[config.mk]
export PLATFORM = sky130hd
export DESIGN_NAME = lfss_pos
export DESIGN_NICKNAME = d
export VERILOG_FILES = /design/src/hw/rtl/lfss_pkg.sv /design/src/hw/rtl/lfss_pos.sv
export SDC_FILE = /design/constraint.sdc
export NUM_CORES = 1
export LEC_CHECK = 0
export BUFFER_PORTS_ARGS = -buffer_cell sky130_fd_sc_hd__buf_2
export CORE_MARGIN = 2
export CORE_UTILIZATION = 50
export CTS_BUF_LIST = sky130_fd_sc_hd__clkbuf_8
export DETAILED_ROUTE_END_ITERATION = 16
export PLACE_DENSITY = 0.82
export SKIP_CTS_REPAIR_TIMING = 1
export SYNTH_ARGS = -nofsm -noshare
export SYNTH_HDL_FRONTEND = slang
export SYNTH_SLANG_ARGS = --single-unit
[constraint.sdc]
create_clock -name clk -period 6 [get_ports clk]
set_input_delay 1.5 -clock clk [delete_from_list [all_inputs] [get_ports clk]]
set_output_delay 1.5 -clock clk [all_outputs]
set_load 0.005 [all_outputs]
[src/hw/rtl/lfss_pkg.sv]
// Shared types and constants for the largest free square scan.
package lfss_pkg;

  // Fixed field widths
  localparam int SIDE_W     = 11;
  localparam int POS_W      = 10;
  localparam int CFG_DATA_W = 11;
  localparam int CFG_IDX_W  = 4;

  // Register indexes on the configuration port
  localparam logic [CFG_IDX_W-1:0] REG_ROWS_IN_USE = 4'd0;
  localparam logic [CFG_IDX_W-1:0] REG_COLS_IN_USE = 4'd1;

  // Side saturates here
  localparam logic [SIDE_W-1:0] SIDE_MAX = 11'h7FF;

  // Where a cell sits in the scan
  typedef struct packed {
    logic last_row;   // bottom row of the map
    logic last_col;   // rightmost column of the map
    logic map_first;  // first cell scanned in a map (bottom right)
    logic map_last;   // final cell of a map (row 0, column 0)
  } scan_flags_t;

endpackage

[src/hw/rtl/lfss_pos.sv]
// Map geometry registers and the reverse raster position counters.
module lfss_pos #(
  parameter int MAX_ROWS = 1024,
  parameter int MAX_COLS = 1024,
  localparam int RW = (MAX_ROWS > 1) ? $clog2(MAX_ROWS) : 1,
  localparam int CW = (MAX_COLS > 1) ? $clog2(MAX_COLS) : 1
) (
  input  logic                           clk,
  input  logic                           rst_n,
  input  logic                           cfg_we,
  input  logic [lfss_pkg::CFG_IDX_W-1:0] cfg_index,
  input  logic [lfss_pkg::CFG_DATA_W-1:0] cfg_data,
  input  logic                           adv,
  output logic [RW-1:0]                  row,
  output logic [CW-1:0]                  col,
  output lfss_pkg::scan_flags_t          flags
);
  localparam int RST_ROWS = (MAX_ROWS < 1024) ? MAX_ROWS : 1024;
  localparam int RST_COLS = (MAX_COLS < 1024) ? MAX_COLS : 1024;

  logic [RW-1:0] last_row_r, last_row_nxt;
  logic [CW-1:0] last_col_r, last_col_nxt;
  logic [RW-1:0] row_r, row_nxt;
  logic [CW-1:0] col_r, col_nxt;
  logic [31:0]   data_ext;
  logic [31:0]   rows_eff;
  logic [31:0]   cols_eff;

  // Clamp written counts into 1..MAX
  always_comb begin
    data_ext = 32'(cfg_data);
    if (data_ext == 32'd0) begin
      rows_eff = 32'd1;
      cols_eff = 32'd1;
    end else begin
      rows_eff = (data_ext > 32'(MAX_ROWS)) ? 32'(MAX_ROWS) : data_ext;
      cols_eff = (data_ext > 32'(MAX_COLS)) ? 32'(MAX_COLS) : data_ext;
    end
  end

  // Geometry update and scan restart, else step one cell back
  always_comb begin
    last_row_nxt = last_row_r;
    last_col_nxt = last_col_r;
    row_nxt      = row_r;
    col_nxt      = col_r;
    if (cfg_we && (cfg_index == lfss_pkg::REG_ROWS_IN_USE)) begin
      last_row_nxt = RW'(rows_eff - 32'd1);
      row_nxt      = RW'(rows_eff - 32'd1);
      col_nxt      = last_col_r;
    end else if (cfg_we && (cfg_index == lfss_pkg::REG_COLS_IN_USE)) begin
      last_col_nxt = CW'(cols_eff - 32'd1);
      row_nxt      = last_row_r;
      col_nxt      = CW'(cols_eff - 32'd1);
    end else if (adv) begin
      if (col_r == '0) begin
        col_nxt = last_col_r;
        row_nxt = (row_r == '0) ? last_row_r : row_r - RW'(1);
      end else begin
        col_nxt = col_r - CW'(1);
      end
    end
  end

  always_ff @(posedge clk) begin
    if (!rst_n) begin
      last_row_r <= RW'(RST_ROWS - 1);
      last_col_r <= CW'(RST_COLS - 1);
      row_r      <= RW'(RST_ROWS - 1);
      col_r      <= CW'(RST_COLS - 1);
    end else begin
      last_row_r <= last_row_nxt;
      last_col_r <= last_col_nxt;
      row_r      <= row_nxt;
      col_r      <= col_nxt;
    end
  end

  assign row             = row_r;
  assign col             = col_r;
  assign flags.last_row  = (row_r == last_row_r);
  assign flags.last_col  = (col_r == last_col_r);
  assign flags.map_first = (row_r == last_row_r) && (col_r == last_col_r);
  assign flags.map_last  = (row_r == '0) && (col_r == '0);
endmodule

# Yosys cells after proc, flatten, opt, wreduce, memory -nomap -nowiden
# Cells that the tools add are included.
# totals
word_cells	35
ram_bits	0
inputBits	19
output_inout_bits	24
n_memories	0
latch_bits	0
romBits	0
regBits	40
# op_classes
div_mod_pow	0
magnitude_cmp	1
n_mul	0
n_addsub	3
n_mux	11
reduce_logical	12
bitwise	1
shifts	0
eq_ne	3
# ops
op	count
10-bit two-way mux	11
10-bit by 1-bit subtractor with 10-bit output, second input constant	3
10-bit equality test	2
10-bit zero test	2
11-bit > comparator, second input constant	1
11-bit zero test	1
3-bit nonzero test	2
4-bit by 1-bit equality test with 1-bit output, second input constant	1
1-bit logical AND	4
4-bit zero test	1
2-bit AND reduction	2
1-bit inverter	1

# Logic depth before layout (Yosys ltp)
# depth
word_depth	6
ltp_mapped	12
ltp_nobuf	10

# Least setup slack after synthesis
# OpenSTA, ideal clock, no wires.
# synth_timing
kind	input to register
startpoint	input cfg_data[2] in the netlist's numbering
endpoint	register row_r[4], in the netlist row[4]
path_slack_ns	2.340
setup_ns	0.063
cell_stages	12
path_buffers	2
t_required_ns	5.937
t_arrival_ns	3.598
path_cell_list	clkbuf_1 -> nor3_1 -> a31oi_1 -> nor2_1 -> inv_1 -> ha_1 -> clkbuf_1 -> or4b_2 -> and4_1 -> o211ai_1 -> nand3_1 -> nand3_1
# synth_via
elab_chain_len	5
word_cells_on_any_way	6
classes_between	add/sub (1); order compare (1); mux (3); reduce/logical (1)
# synth_lines
element	line	rtl
start, declared	lfss_pos.sv:12	input logic [lfss_pkg::CFG_DATA_W-1:0] cfg_data,
11-bit > comparator	lfss_pos.sv:36	rows_eff = (data_ext > 32'(MAX_ROWS)) ? 32'(MAX_ROWS) : data_ext;
10-bit two-way mux	lfss_pos.sv:36	
10-bit two-way mux (*)	lfss_pos.sv:32	if (data_ext == 32'd0) begin
10-bit by 1-bit subtractor with 10-bit output (*)	lfss_pos.sv:49	row_nxt = RW'(rows_eff - 32'd1);
10-bit two-way mux (*)	lfss_pos.sv:47	if (cfg_we && (cfg_index == lfss_pkg::REG_ROWS_IN_USE)) begin
end signal, assigned	lfss_pos.sv:69	row_r <= RW'(RST_ROWS - 1);
end signal, assigned	lfss_pos.sv:74	row_r <= row_nxt;
end, declared	lfss_pos.sv:23	logic [RW-1:0] row_r, row_nxt;
# Every way passes the cells marked *; elsewhere a longest branch is shown, timed or not.
# A chain may end at the register's enable or synchronous reset.

# Worst setup path in the final report
# layout_timing
startpoint	input cfg_data[6] in the netlist's numbering
endpoint	register row_r[4], in the netlist row[4]
# The elaborated chain is that of the path after synthesis.

==> reports/metrics.yaml <==
run_status:
  status: "completed"
sta:
  worst_pin_slew_ns: 0.761
  clock_skew_ns: 0.00555
  final.setup.tns_ns: 0
  final_setup_vio_count: 0
  rsz0062_at_grt: "no"
  finalCritPeriodShare_pct: 64.0
  relSlewSlack_pct: 48.8
  finalCriticalPeriod_ns: 3.84
  final_max_slew_viols: 0
  timing_hold_violations_final: 0
  final_ws_setup_ns: 2.16
  fmax_mhz: 260
critical_path:
  setup.worst_path.start_class: "input pin"
  required_time_reported_for_the_critical_path_endpoint_ns: 6.24
  crit_path_end_kind: "flip-flop"
  timing.setup.critical_path_class: "input pin to flip-flop"
  ff2ff_setup_slack_ns: 3.53
  crit-reg2reg-launch: "row[0]"
  critPathMaxFanout: 9
  worstPathArrival_ns: 4.08
  critical_path.startpoint: "cfg_data[6]"
  r2r-end: "row[1]"
  r2r_cells: 7
  crit_path_end: "row[4]"
power_and_ir_drop:
  power.leakage_nw: 1.21
  cellInternalPower_mw: 0.389
  netSwitchingPower_mw: 0.167
  sw_frac_of_total_pct: 30.0
  power_frac_clock_pct: 30.0
  fin_total_pwr_mw: 0.556
  seqPwrFrac_pct: 52.3
  power.density_nw_per_um2: 181
  vdd.ir_drop.worst_v: 0.000101
  comb_power_share_pct: 17.8
yosys:
  post_synth_and_or_nand_nor_area_fraction_pct: 29.3
  yosysWarningCount: 0
  async_reset_ff_share_pct: 0
  most_common_cell_in_the_netlist: "dfxtp_1"
  number_of_unique_standard_cell_types_used_by_synthesis: 62
  post-synth-top-area-fraction_pct: 28.3
  synth_compound_area_share_pct: 23.7
  synth_top_flop_cell: "dfxtp_1"
  yosys.area.top_type: "dfxtp_1"
  postSynthCellCount: 371
  synth-seq-cells: 40
  synth.net_count: 393
  post_synth_xor_area_fraction_pct: 8.66
  syn_area_um2: 2830
  synth-edff-count: 0
  synth_top_family_by_area: "simple AND/OR/NAND/NOR gates"
  ys_top_cells_by_area: "dfxtp_1 28%, xnor2_1 5.6%, nand2_1 5.0%, nor2_1 4.9%, o211ai_1 4.8%"
  synth.area.mux_share_pct: 2.16
  synth_sequential_area_ratio_pct: 28.3
  yosys.area_share.adder_pct: 1.33
  synth.cells.most_frequent: "40 x dfxtp_1, 38 x nand2_1, 37 x nor2_1"
  synth_area_per_inst_um2: 7.64
routing:
  dr.first_iter.drc_count: 292
  drtAntennaViolNets: 0
  detail_route.wirelength_um: 7990
  drt-vias-per-instance: 6.46
  drcViolationCount: 0
  routedWlPerCell_um: 17.3
  vias: 2980
  detailedRoute.firstPassIterationCount: 5
floorplan:
  io_pins: 43
  chipHeight_um: 79.3
  num_rows: 27
  die_area_um2: 6280
  die_x_um: 79.3
  start_util_pct: 51.8
  design.core.area_um2: 5470
grt:
  via_count_of_the_first_global_routing_pass: 2736
  grtUsageTotal_pct: 26.5
  number_of_antenna_violations_at_the_first_check_in_global_routing: 0
  grt_max_degree: 42
  globalRoute.totalOverflow: 0
  grt_pass1_wl_um: 13200
placed_design:
  dp_slack_ns: 1.90
  numPlacedInstances: 456
  finalWeightedCongestion: 0.960
  portBuffers: 42
  hpwl_um: 5560
layout:
  design.final.nets: 413
  syn_to_final_growth_pct: 8.70
  nFillCells: 531
  finish.cell_count_without_fillers: 461
  fin_util_pct: 56.3
  insertedDiodeCount: 0
  final_layout_size_suffix_gt1_share_pct: 15.9
cts:
  cts_buffers: 5
  number_of_levels_in_the_clock_h_tree: 2
  sinks_on_the_clock_net: 40
  cts_root_buf: "clkbuf_8"
  cts_tree: "done"
  clk_path_buf_depth: 2
  clk_transition_reported_paths_ns: 0.07
  clk-insertion-delay-late_ns: 0.30
worst_hold_path:
  hold_path_class: "flip-flop to flip-flop"
  hold_path.startpoint: "last_row_r[5]"
run:
  maxCapViolCount: 0
-- metrics by stage --
stage / hold WS [ns] / area (µm²)
finish: 0.514 / 3080
global route: 0.553 / 3080
CTS: 0.518 / 3080
detailed placement: 0.508 / 3010
global placement: 0.503 / 3010
floorplan: 0.477 / 2830
-- cells by family (layout without fill, tap and decap cells) --
family	count (synthesis)	count (layout)
and+or+nand+nor	155	155
AOI/OAI and AO/OA	97	97
buffers and inverters	42	60
DFF	40	40
xor gates and xnor gates	28	28
muxes	6	6
adders and majority gates	3	3
-- sequential cells by signal (all words and copies together), names as in the netlist --
signal	flops
row	10
last_row_r	10
last_col_r	10
col	10
-- worst min-delay path by stage --
stage	cells after the start	slack (ns)	end
floorplan	2	0.48	last_row_r[5]
global placement	2	0.50	last_row_r[1]
detailed placement	2	0.51	last_row_r[5]
CTS	2	0.52	last_row_r[5]
global route	2	0.55	last_row_r[3]
finish	2	0.51	last_row_r[5]
-- cells in the final DEF, fill, tap and decap left out, types with 3 or more instances in the layout --
cell type,instances
o31ai_1,4
nand4_1,6
o21ai_0,14
ha_1,3
or4_1,5
xor2_1,10
a21oi_1,20
clkbuf_8,5
dfxtp_1,40
o2111ai_1,3
nor2_1,37
nand2_1,38
inv_1,11
mux2i_1,5
nor4_1,5
nor3_1,18
nand2b_1,3
nor3b_1,4
nand3_1,12
a31oi_1,8
or3_1,6
buf_2,42
and2_1,5
a2111oi_0,3
o211ai_1,18
a211oi_1,3
xnor2_1,18
-- per-layer routing --
metal	part of all wire, %	global-route usage [%]	wire, µm
met1	41	35.0	3270
met2	47	42.1	3780
met3	8.1	3.52	649
met4	3.6	13.4	285
met5	0	0	0
-- final cells by class --
| cell class | count | area [µm²] | area share (%) |
|---|---|---|---|
| inverters | 11 | 41.3 | 1.34 |
| repair buffers | 44 | 225 | 7.31 |
| flip-flops and latches | 40 | 801 | 26.0 |
| multi-input cells | 289 | 1850 | 60.2 |
| well taps | 72 | 90.1 | 2.93 |
| clock buffers | 5 | 68.8 | 2.23 |
-- power by group through the flow --
stage               Combinational, mW  Clock, mW  Sequential, mW
floorplan                      0.0691          0           0.288
global placement               0.0938          0           0.296
detailed placement             0.0964          0           0.296
CTS                            0.0967      0.167           0.290
global route                    0.109      0.177           0.292
finish                         0.0988      0.167           0.291
-- critical path: stages --
cell and delay (ns):
buf_2 0.12, nor3_1 0.54, a31oi_1 0.17, nor2_1 0.20, inv_1 0.09, ha_1 0.32, or3b_2 0.48, and4_1 0.24
o211ai_1 0.20, nand3_1 0.10, nand3_1 0.11
(Power assumes the default switching activity.)
