<file path="src/hw/rtl/lfss_pkg.sv">
// Shared types and constants for the largest free square scan.
package lfss_pkg;

  // Fixed field widths
  localparam int SIDE_W     = 11;
  localparam int POS_W      = 10;
  localparam int CFG_DATA_W = 11;
  localparam int CFG_IDX_W  = 4;

  // Register indexes on the configuration port
  localparam logic [CFG_IDX_W-1:0] REG_ROWS_IN_USE = 4'd0;
  localparam logic [CFG_IDX_W-1:0] REG_COLS_IN_USE = 4'd1;

  // Side saturates here
  localparam logic [SIDE_W-1:0] SIDE_MAX = 11'h7FF;

  // Where a cell sits in the scan
  typedef struct packed {
    logic last_row;   // bottom row of the map
    logic last_col;   // rightmost column of the map
    logic map_first;  // first cell scanned in a map (bottom right)
    logic map_last;   // final cell of a map (row 0, column 0)
  } scan_flags_t;

endpackage

</file>
<file path="src/hw/rtl/lfss_core.sv">
// Side computation stage, best tracking and the output register.
module lfss_core #(
  parameter int RW = 10,
  parameter int CW = 10
) (
  input  logic                          clk,
  input  logic                          rst_n,
  // new cell from the input side
  input  logic                          in_fire,
  input  logic                          in_free,
  input  logic [RW-1:0]                 in_row,
  input  logic [CW-1:0]                 in_col,
  input  lfss_pkg::scan_flags_t         in_flags,
  output logic                          in_hold,
  // row store write side and read data
  output logic                          ram_we,
  output logic [CW-1:0]                 ram_waddr,
  output logic [lfss_pkg::SIDE_W-1:0]   ram_wdata,
  input  logic [lfss_pkg::SIDE_W-1:0]   ram_rdata,
  // result beat
  output logic                          out_valid,
  input  logic                          out_stall,
  output logic [lfss_pkg::SIDE_W-1:0]   out_cell_side,
  output logic [lfss_pkg::SIDE_W-1:0]   out_best_side,
  output logic [lfss_pkg::POS_W-1:0]    out_best_row,
  output logic [lfss_pkg::POS_W-1:0]    out_best_col,
  output logic                          out_map_done
);
  localparam int SW = lfss_pkg::SIDE_W;

  // compute stage
  logic                  s1_valid_r;
  logic                  s1_free_r;
  logic [RW-1:0]         s1_row_r;
  logic [CW-1:0]         s1_col_r;
  lfss_pkg::scan_flags_t s1_flags_r;
  logic                  s1_fwd_r;
  logic [SW-1:0]         fwd_side_r;

  // neighbor and best state
  logic [SW-1:0]         right_r;
  logic [SW-1:0]         diag_r;
  logic [SW-1:0]         best_side_r, best_side_nxt;
  logic [RW-1:0]         best_row_r, best_row_nxt;
  logic [CW-1:0]         best_col_r, best_col_nxt;

  // output register
  logic                  out_valid_r;
  logic [SW-1:0]         out_side_r;
  logic                  out_done_r;

  logic                  s1_adv;
  logic [SW-1:0]         below;
  logic [SW-1:0]         min_val;
  logic [SW-1:0]         side;

  assign s1_adv  = s1_valid_r && (!out_valid_r || !out_stall);
  assign in_hold = s1_valid_r && out_valid_r && out_stall;

  // Below value: bypass the write that lands on the same edge as the read
  assign below = s1_fwd_r ? fwd_side_r : ram_rdata;

  // Side of this cell
  always_comb begin
    min_val = diag_r;
    if (below < min_val) begin
      min_val = below;
    end
    if (right_r < min_val) begin
      min_val = right_r;
    end
    if (!s1_free_r) begin
      side = '0;
    end else if (s1_flags_r.last_row || s1_flags_r.last_col) begin
      side = SW'(1);
    end else if (min_val == lfss_pkg::SIDE_MAX) begin
      side = lfss_pkg::SIDE_MAX;
    end else begin
      side = min_val + SW'(1);
    end
  end

  // Best so far, cleared on the first cell of a map; ties go to this cell
  always_comb begin
    if (s1_flags_r.map_first) begin
      best_side_nxt = '0;
      best_row_nxt  = '0;
      best_col_nxt  = '0;
    end else begin
      best_side_nxt = best_side_r;
      best_row_nxt  = best_row_r;
      best_col_nxt  = best_col_r;
    end
    if (s1_free_r && (side >= best_side_nxt)) begin
      best_side_nxt = side;
      best_row_nxt  = s1_row_r;
      best_col_nxt  = s1_col_r;
    end
  end

  // Row store write-back
  assign ram_we    = s1_adv;
  assign ram_waddr = s1_col_r;
  assign ram_wdata = side;

  // Control state
  always_ff @(posedge clk) begin
    if (!rst_n) begin
      s1_valid_r  <= 1'b0;
      out_valid_r <= 1'b0;
      right_r     <= '0;
      diag_r      <= '0;
      best_side_r <= '0;
      best_row_r  <= '0;
      best_col_r  <= '0;
    end else begin
      if (in_fire) begin
        s1_valid_r <= 1'b1;
      end else if (s1_adv) begin
        s1_valid_r <= 1'b0;
      end
      if (s1_adv) begin
        out_valid_r <= 1'b1;
        right_r     <= side;
        diag_r      <= below;
        best_side_r <= best_side_nxt;
        best_row_r  <= best_row_nxt;
        best_col_r  <= best_col_nxt;
      end else if (!out_stall) begin
        out_valid_r <= 1'b0;
      end
    end
  end

  // Payload registers
  always_ff @(posedge clk) begin
    if (in_fire) begin
      s1_free_r  <= in_free;
      s1_row_r   <= in_row;
      s1_col_r   <= in_col;
      s1_flags_r <= in_flags;
      s1_fwd_r   <= s1_adv && (s1_col_r == in_col);
    end
    if (s1_adv) begin
      fwd_side_r <= side;
      out_side_r <= side;
      out_done_r <= s1_flags_r.map_last;
    end
  end

  assign out_valid     = out_valid_r;
  assign out_cell_side = out_side_r;
  assign out_best_side = best_side_r;
  assign out_best_row  = lfss_pkg::POS_W'(best_row_r);
  assign out_best_col  = lfss_pkg::POS_W'(best_col_r);
  assign out_map_done  = out_done_r;
endmodule

</file>
<file path="config.mk">
export PLATFORM = sky130hd
export DESIGN_NAME = lfss_core
export DESIGN_NICKNAME = d
export VERILOG_FILES = /design/src/hw/rtl/lfss_pkg.sv /design/src/hw/rtl/lfss_core.sv
export SDC_FILE = /design/constraint.sdc
export NUM_CORES = 1
export LEC_CHECK = 0
export BUFFER_PORTS_ARGS = -buffer_cell sky130_fd_sc_hd__buf_2
export CAP_MARGIN = 15
export CORE_MARGIN = 4
export CORE_UTILIZATION = 35
export CTS_CLUSTER_SIZE = 16
export DETAILED_ROUTE_END_ITERATION = 10
export HOLD_SLACK_MARGIN = 0.02
export PLACE_DENSITY = 0.61
export SYNTH_ARGS = -nofsm -noshare
export SYNTH_HDL_FRONTEND = slang
export SYNTH_SLANG_ARGS = --single-unit
</file>
<file path="constraint.sdc">
create_clock -name clk -period 21.9 [get_ports clk]
set_clock_uncertainty 0.2 [all_clocks]
set_input_delay 2.19 -clock clk [delete_from_list [all_inputs] [get_ports clk]]
set_output_delay 2.19 -clock clk [all_outputs]
set_load 0.01 [all_outputs]
</file>
* Word-level counts from Yosys, hierarchy flattened
Cells that the tools add are included.
** Word-level totals
- Flip-flop bits (word level) :: 93
- Bits of input ports :: 40
- Output and inout bits :: 67
- Word-level logic and storage cells :: 51
** Operators by class
- Add/sub/neg operators :: 1
- $lt $le $gt $ge :: 3
- Eq/ne operators :: 3
- Multiplexer cells :: 15
- Reductions and logical operators :: 12
** Operators with widths (count)
- 11-bit 2-to-1 mux :: 8
- 10-bit 2-to-1 mux :: 3
- 11-bit less-than comparator :: 2
- 11-bit by 1-bit adder with 11-bit output (second input constant) :: 1
- 11-bit == test (second input constant) :: 1
- 11-bit greater-or-equal comparator :: 1
- 10-bit == test :: 1
- 1-bit logical AND :: 5
- 1-bit 2-to-1 mux :: 4
- 2-bit nonzero test :: 2
- 1-bit zero test :: 2
- 1-bit logical OR :: 2
- 2-bit by 1-bit inequality test with 1-bit output (second input constant) :: 1
- 2-bit AND reduction :: 1

* Depth between registers and ports, before layout
Gate-level depths: netlist (run 1).
- Word-level depth :: 13
- Mapped depth :: 43
- Gate-level depth less buffers :: 37

* Least setup slack after synthesis (run 1)
Ideal clock, no wire load.
- Path type :: input -> output
- From :: in ram_rdata[2] in the netlist's numbering
- To :: out ram_wdata[5] in the netlist's numbering
- Arrival time :: 7.362 ns
- Data required time :: 19.510 ns
- Setup slack :: 12.148 ns
- Stages on the path :: 27
- Path buffers :: 4
- Cells stage by stage :: mux2i_1 -> inv_1 -> ha_1 -> nor3b_1 -> a221oi_2 -> o21a_2 -> nor2_1 -> buf_2 -> clkbuf_1 -> nand2_1 -> o21ai_0 -> ha_1 -> o21a_1 -> o211ai_1 -> nor3_1 -> a311oi_4 -> and2_4 -> buf_6 -> mux2_2 -> ha_1 -> clkbuf_1 -> nand3_1 -> nor3_1 -> o22ai_1 -> o211ai_1 -> mux2_2 -> nor2b_1
** Between the ends
- Cells in the longest elaborated chain, start to end :: 9
- Elaborated cells between the ends (all ways) :: 10
- Classes of those cells :: add/sub (1); order compare (2); eq/ne (1); mux (6)
** Ends and longest elaborated chain
- start, declared :: RTL line lfss_core.sv:19 : input logic [lfss_pkg::SIDE_W-1:0] ram_rdata,
- 11-bit 2-to-1 mux (*) :: RTL line lfss_core.sv:61 : assign below = s1_fwd_r ? fwd_side_r : ram_rdata;
- named net below[2] :: RTL line lfss_core.sv:53 : logic [SW-1:0] below;
- 11-bit less-than comparator :: RTL line lfss_core.sv:66 : if (below < min_val) begin
- 11-bit 2-to-1 mux (*) :: RTL line lfss_core.sv:66
- 11-bit less-than comparator :: RTL line lfss_core.sv:69 : if (right_r < min_val) begin
- 11-bit 2-to-1 mux (*) :: RTL line lfss_core.sv:69
- 11-bit by 1-bit adder with 11-bit output / 11-bit == test (equally long branches) :: RTL line lfss_core.sv:79, lfss_core.sv:76
- 11-bit 2-to-1 mux (*) :: RTL line lfss_core.sv:76 : end else if (min_val == lfss_pkg::SIDE_MAX) begin
- 11-bit 2-to-1 mux (*) :: RTL line lfss_core.sv:74 : end else if (s1_flags_r.last_row || s1_flags_r.last_col) begin
- 11-bit 2-to-1 mux (*) :: RTL line lfss_core.sv:72 : if (!s1_free_r) begin
- end, declared :: RTL line lfss_core.sv:18 : output logic [lfss_pkg::SIDE_W-1:0] ram_wdata,
The timed path passes the listed nets; every way through them passes the cells marked *.

* Worst setup path after layout (run 1)
- From :: in ram_rdata[5] in the netlist's numbering
- To :: reg best_side_r[8] (netlist: out_best_side[8])
** Between the ends
- Cells in the longest elaborated chain, start to end :: 12
- Elaborated cells between the ends (all ways) :: 13
- Classes of those cells :: add/sub (1); order compare (3); eq/ne (1); mux (7); reduce/logical (1)
** Ends and longest elaborated chain
- 11-bit 2-to-1 mux (*) :: RTL line lfss_core.sv:61
- named net below[5] :: RTL line lfss_core.sv:53
- 11-bit less-than comparator :: RTL line lfss_core.sv:66
- 11-bit 2-to-1 mux (*) :: RTL line lfss_core.sv:66
- 11-bit less-than comparator :: RTL line lfss_core.sv:69
- 11-bit 2-to-1 mux (*) :: RTL line lfss_core.sv:69
- 11-bit by 1-bit adder with 11-bit output / 11-bit == test (equally long branches) :: RTL line lfss_core.sv:79, lfss_core.sv:76
- 11-bit 2-to-1 mux (*) :: RTL line lfss_core.sv:76
- 11-bit 2-to-1 mux (*) :: RTL line lfss_core.sv:74
- 11-bit 2-to-1 mux (*) :: RTL line lfss_core.sv:72
- 11-bit greater-or-equal comparator :: RTL line lfss_core.sv:94 : if (s1_free_r && (side >= best_side_nxt)) begin
- 1-bit logical AND :: RTL line lfss_core.sv:94
- 11-bit 2-to-1 mux (*) :: RTL line lfss_core.sv:94
- end signal, assigned :: RTL line lfss_core.sv:126 : best_side_r <= best_side_nxt;
- end, declared :: RTL line lfss_core.sv:43 : logic [SW-1:0] best_side_r, best_side_nxt;
Marks and branches as above.
A chain may end at the register's enable or synchronous reset.

==> results of run 1 <==
## synthesized netlist by cell type, types with 2 or more instances
library cell / n / area (um2)
a22oi_1: 21 / 158
o21ai_0: 20 / 100
edfxtp_1: 38 / 1140
nand2b_1: 12 / 75.1
a21o_1: 3 / 22.5
nand4_1: 9 / 56.3
xor2_1: 5 / 43.8
o22ai_1: 2 / 12.5
buf_2: 2 / 10.0
a31oi_1: 3 / 18.8
a211oi_1: 4 / 30.0
o21ai_1: 3 / 15.0
a22o_1: 16 / 140
ha_1: 31 / 388
nor3_1: 9 / 45.0
clkbuf_1: 18 / 67.6
mux2_2: 7 / 78.8
o21a_1: 5 / 37.5
buf_1: 3 / 11.3
o211ai_1: 2 / 15.0
o211a_1: 9 / 90.1
o31ai_1: 3 / 22.5
nor2_1: 17 / 63.8
a21oi_1: 28 / 140
nand3_1: 31 / 155
and3_1: 9 / 56.3
nand2_1: 37 / 139
nor2b_1: 37 / 231
dfxtp_1: 55 / 1100
a21boi_0: 3 / 22.5
xnor2_1: 18 / 158
inv_1: 22 / 82.6
or2_2: 2 / 12.5
mux2i_1: 8 / 80.1
## logic make-up after synthesis
group           share of synthesized area
simple gates                        0.175
buf+inv                            0.0376
xor+xnor                           0.0398
fa+ha+maj                          0.0767
mux                                0.0388
flops                               0.443
compound gates                      0.189
## per-stage QoR
stage	cell area [um2]	utilization	instances	total power, mW
after global placement	5740	0.409	777	0.260
final	6030	0.429	793	0.407
after detailed placement	5740	0.409	777	0.262
after floorplan	5060	-	514	0.240
after global routing	6030	0.429	793	0.427
after CTS	6030	0.429	793	0.411
## cell usage in the layout (no fill, tap or decap), drive strengths merged, types with 21 or more instances in the layout
cell type  netlist  routed
edfxtp          38      38
ha              31      31
nand3           31      31
inv             22      22
o21ai           23      23
nor2b           37      37
buf              7     108
a21oi           28      28
dfxtp           55      55
nand2           37      37
a22oi           21      21
## final timing paths
kind / slack [ns] / to / cells past startpoint / startpoint
max reg2reg: 11.64 / out_best_side[8] / 33 / s1_fwd_r
min: 0.23 / out_map_done / 0 / s1_flags_r[0]
max: 10.68 / out_best_side[8] / 34 / ram_rdata[5]
min reg2reg: 0.23 / out_map_done / 0 / s1_flags_r[0]
## per-layer routing
| layer | track usage | up-vias |
|---|---|---|
| met2 | 0.281 | 128 |
| met3 | 0.0396 | 19 |
| met4 | 0.0737 | 0 |
| met5 | 0 | - |
| met1 | 0.216 | 2013 |
| li1 | - | 2075 |
## cell type report
type / instances / area (um2) / area share
multi-input cells: 374 / 2650 / 0.439
flip-flops and latches: 93 / 2240 / 0.372
well taps: 180 / 225 / 0.0374
clock inverters: 3 / 18.8 / 0.00311
inverters: 22 / 82.6 / 0.0137
repair buffers: 108 / 546 / 0.0905
clock buffers: 13 / 270 / 0.0448
## power groups by stage
| stage | clock [mW] | sequential [mW] | combinational (mW) |
|---|---|---|---|
| 6_report | 0.149 | 0.196 | 0.0625 |
| 5_1_grt | 0.160 | 0.196 | 0.0702 |
| 4_1_cts | 0.153 | 0.196 | 0.0628 |
| 3_5_place_dp | 0 | 0.199 | 0.0624 |
| 3_3_place_gp | 0 | 0.199 | 0.0612 |
| 2_1_floorplan | 0 | 0.199 | 0.0408 |
## state kept, by name, summed over array words and instances, names as in the netlist
register / cells
ram_waddr: 10
right_r: 11
s1_flags_r: 4
s1_row_r: 10
s1_fwd_r: 1
out_map_done: 1
s1_free_r: 1
out_valid: 1
out_cell_side: 11
diag_r: 11
out_best_side: 11
out_best_row: 10
out_best_col: 10
s1_valid_r: 1
==> results.toml, run 1 <==
[run_status]
status = "complete, no violations"

[clocking]
clkTransAtPathRegs_ns = 0.06
clockBufferDepth = 2
clk_latency_ns = 0.34
cts_tree = "yes"
holdBufCountCts = 0
htreeDepth = 3
post_cts.repair.setup_buffers = 0
cts_buffers = 9
cts-root-buf = "clkbuf_16"
cts_repair_resize_count = 0
cts.sinks = 93

[die]
core_um2 = 14000
die_area_um2 = 16400
die_h_um = 128
die_w_um = 128
rows = 43
initial_core_util = 0.360
pin_count = 107

[timing]
max_freq_mhz = 89.1
slew_viol_final = 0
fin_hold_ws_ns = 0.229
finalCritPeriodShare = 0.512
post-route-min-period_ns = 11.22
final.setup.worst_slack_ns = 10.68
rsz0062_at_grt = "no"
setup_viol = 0
tightest_slew_ns = 1.08
setup_tns_ns = 0
slew_headroom = 0.280
hold_viol_final = 0

[route]
wl_met1_um = 5980
avgRoutedWirePerCell_um = 17.4
route.detailed.drc = 0
wl_um = 13800
drtIter0Drc = 281
top_layer = "met4"
vias_per_cell = 5.34
vias = 4235
antenna_left = 0
firstDrtPassIters = 4
wl_met3_um = 788
wl_met2_um = 6740

[global_routing]
grt_max_degree = 44
grt_pass1_wl_um = 22300
gr-total-overflow = 0
grtUsageTotal = 0.172
grt_antenna_before_repair = 0
grt_pass1_vias = 4269

[finish]
diodes = 0
final.fill_count = 1334
area_growth_pct = 19.2
fin_nets = 679
drive_gt1_frac = 0.233

[synth]
ys.flop_type = "dfxtp_1"
synth_cells = 514
syn_area_um2 = 5060
ys_ff_latch = 93
synth_enable_flop_cells = 38
syn_nets = 585
syn_area_per_cell_um2 = 9.84
yosys_warnings = 0
synth_seq_area_share = 0.443
synth_cell_types = 56
async_reset_ff_frac = 0

[power_and_ir_drop]
p_per_area_nw_per_um2 = 67.6
internal-power_mw = 0.300
vdd_ir_drop_max_v = 0.0000463
power_leakage_nw = 2.56
p_sw_mw = 0.107
swShare = 0.263
p_comb_frac = 0.153
seqPwrFrac = 0.480
clock_power_share = 0.366

[critical_path]
crit_type = "input port to flop"
crit_required_ns = 21.99
cpPeakStageDelay_ns = 0.87
timing.critical_path.buf_inv = 3
arrival_ns = 11.30
critPathSlowestCell = "a21oi_2"
crit_path_start_kind = "input port"
endpoint_kind = "flop"
critPathTopFamily = "compound AO/OA/AOI/OAI gates"
path_max_fanout = 24
cp_common_cell = "ha_1"

[placement]
io_buffers = 106
dpl.hpwl_um = 10500
place_ws_ns = 10.26
place_congestion = 0.841

[min_path]
hold_path.class = "flop to flop"

[run]
maxCapViolCount = 0
Note: power is estimated with default switching activity, not from simulation.
==> run 2: changes to the inputs <==
--- a/config.mk
+++ b/config.mk
@@ -5,6 +5,7 @@
 export SDC_FILE = /design/constraint.sdc
 export NUM_CORES = 1
 export LEC_CHECK = 0
+export ABC_AREA = 1
 export BUFFER_PORTS_ARGS = -buffer_cell sky130_fd_sc_hd__buf_2
 export CAP_MARGIN = 15
 export CORE_MARGIN = 4
@@ -12,7 +13,7 @@
 export CTS_CLUSTER_SIZE = 16
 export DETAILED_ROUTE_END_ITERATION = 10
 export HOLD_SLACK_MARGIN = 0.02
-export PLACE_DENSITY = 0.61
+export PLACE_DENSITY = 0.63
 export SYNTH_ARGS = -nofsm -noshare
 export SYNTH_HDL_FRONTEND = slang
 export SYNTH_SLANG_ARGS = --single-unit
==> constraint.sdc (replaced) <==
create_clock -name clk -period 10.15 [get_ports clk]
set_clock_uncertainty 0.2 [all_clocks]
set_input_delay 1.015 -clock clk [delete_from_list [all_inputs] [get_ports clk]]
set_output_delay 1.015 -clock clk [all_outputs]
set_load 0.01 [all_outputs]
==> run 2 against run 1 <==
Effect of this change: sequential share of layout area rose by 0.61 points; global-route usage decreased by 1.2 points; final cell count up 12%; design area is 1.6% lower; highest routed layer unchanged.
==> results.toml, run 2 <==
[run_status]
status = "complete, no violations"

[critical_path]
cpPeakStageDelay_ns = 0.64
endpoint_kind = "flop"
crit_required_ns = 10.20
critPathTopFamily = "simple AND/OR/NAND/NOR gates"
worstSetupStartpoint = "s1_fwd_r"
cp_common_cell = "nand2_1"
rrSetupSlack_ns = 2.40
crit_path_start_kind = "flop"
critPathSlowestCell = "edfxtp_1"
timing.critical_path.buf_inv = 6
path_max_fanout = 20
r2r_start = "s1_fwd_r"
crit_type = "flop to flop"
arrival_ns = 7.81

[synth]
synth_top_area_frac = 0.229
synthTopCellsByArea = "edfxtp_1 23%, dfxtp_1 22%, nand2_1 11%"
ys_ff_latch = 93
synth_top_area_cell = "edfxtp_1"
synth_cells = 603
syn_area_um2 = 4990
synthTopCellsByCount = "150 x nand2_1, 64 x inv_1, 62 x a21oi_1, 55 x dfxtp_1, 48 x o21ai_0"
yosys_warnings = 0
async_reset_ff_frac = 0
syn_nets = 674
synth_seq_area_share = 0.450
syn_area_per_cell_um2 = 8.27
yosysMostFrequentCell = "nand2_1"
ys.flop_type = "dfxtp_1"
synth_enable_flop_cells = 38
synth_cell_types = 41

[min_path]
hold_path.class = "flop to flop"
min-delay-start = "s1_flags_r[0]"

[clocking]
htreeDepth = 3
cts_buffers = 9
cts-root-buf = "clkbuf_16"
clk_latency_ns = 0.34
cts.sinks = 93
cts_repair_resize_count = 0
holdBufCountCts = 0
clkTransAtPathRegs_ns = 0.06
cts_tree = "yes"
post_cts.repair.setup_buffers = 0
clockBufferDepth = 2

[run]
maxCapViolCount = 0

[route]
vias_per_cell = 4.76
firstDrtPassIters = 4
vias = 4209
drtIter0Drc = 178
wl_um = 12500
avgRoutedWirePerCell_um = 14.1
route.detailed.drc = 0
antenna_left = 0

[power_and_ir_drop]
vdd_ir_drop_max_v = 0.000146
p_per_area_nw_per_um2 = 166
power_leakage_nw = 2.70
p_sw_mw = 0.301
swShare = 0.306
seqPwrFrac = 0.438
clock_power_share = 0.342
p_comb_frac = 0.220
internal-power_mw = 0.684

[die]
die_w_um = 127
die_h_um = 127
initial_core_util = 0.358
die_area_um2 = 16200
core_um2 = 13900
pin_count = 107
rows = 43

[finish]
final.fill_count = 1410
fin_nets = 771
diodes = 0
area_growth_pct = 19.0
mostFrequentLayoutCell = "nand2_1"
final_cell_mix = "150 x nand2_1, 106 x buf_2, 64 x inv_1"
drive_gt1_frac = 0.247

[placement]
place_congestion = 0.828
place_ws_ns = 2.23
io_buffers = 106
dpl.hpwl_um = 9500

[timing]
slew_viol_final = 0
finalCritPeriodShare = 0.764
setup_viol = 0
setup_tns_ns = 0
post-route-min-period_ns = 7.75
rsz0062_at_grt = "no"
tightest_slew_ns = 1.01
hold_viol_final = 0
slew_headroom = 0.324
max_freq_mhz = 129
final.setup.worst_slack_ns = 2.40

[global_routing]
grtUsageTotal = 0.160
grt_antenna_before_repair = 0
grt_max_degree = 50
grt_pass1_vias = 4172
grt_pass1_wl_um = 20900
gr-total-overflow = 0
==> run 2: cell count changes after synthesis, sizes merged, moves of 7 or more <==
| cell | before | now |
|---|---|---|
| o21ai | 23 | 51 |
| mux2 | 8 | 0 |
| nand2b | 12 | 0 |
| nand2 | 37 | 167 |
| nor2 | 17 | 28 |
| inv | 22 | 68 |
| and3 | 9 | 0 |
| o211a | 9 | 0 |
| nor3 | 9 | 2 |
| a21oi | 28 | 71 |
| mux2i | 9 | 1 |
| a22o | 16 | 0 |
| nor2b | 37 | 0 |
| a22oi | 21 | 0 |
==> run 2: stage by stage <==
step / instances / hold WS, ns / power, mW / cell area, um2 / utilization
final: 885 / 0.225 / 0.985 / 5930 / 0.426
after detailed placement: 869 / 0.207 / 0.658 / 5640 / 0.405
after global placement: 869 / 0.203 / 0.656 / 5640 / 0.405
after global routing: 885 / 0.245 / 1.05 / 5930 / 0.426
after floorplan: 603 / 0.200 / 0.601 / 4990 / -
after CTS: 885 / 0.222 / 0.999 / 5930 / 0.426
==> run 2: routing by layer <==
| layer | GRT usage | vias up | share of wire |
|---|---|---|---|
| li1 | - | 2187 | - |
| met1 | 0.207 | 1894 | 0.44 |
| met2 | 0.262 | 116 | 0.47 |
| met3 | 0.0485 | 12 | 0.074 |
| met4 | 0.0372 | 0 | 0.0098 |
| met5 | 0 | - | 0 |
==> run 2: area by class of cell <==
cell class | instances | area, um2 | area share
clock buffer | 9 | 225 | 0.0380
clock inverter | 7 | 68.8 | 0.0116
inverter | 69 | 259 | 0.0437
multi-input combinational | 418 | 2360 | 0.398
sequential | 93 | 2240 | 0.378
tap | 180 | 225 | 0.0380
timing repair buffer | 109 | 553 | 0.0932
==> run 2: cells by family after synthesis <==
kind of cell | synth area share
xor+xnor | 0.0211
flops | 0.450
compound gates | 0.154
buf+inv | 0.0788
simple gates | 0.217
fa+ha+maj | 0.0778
mux | 0.00201
==> run 2: path summary, 6_finish.rpt <==
path | to | cells after the start
worst min register to register | out_map_done | 0
worst max register to register | out_best_row[4] | 40
worst max-delay path | out_best_row[4] | 40
worst min-delay path | out_map_done | 0
==> run 2: power by group through the flow <==
stage	Clock [mW]	Combinational, mW	Sequential, mW
6_report	0.337	0.216	0.432
5_1_grt	0.363	0.249	0.435
4_1_cts	0.348	0.219	0.432
3_5_place_dp	0	0.218	0.440
3_3_place_gp	0	0.216	0.440
2_1_floorplan	0	0.159	0.441
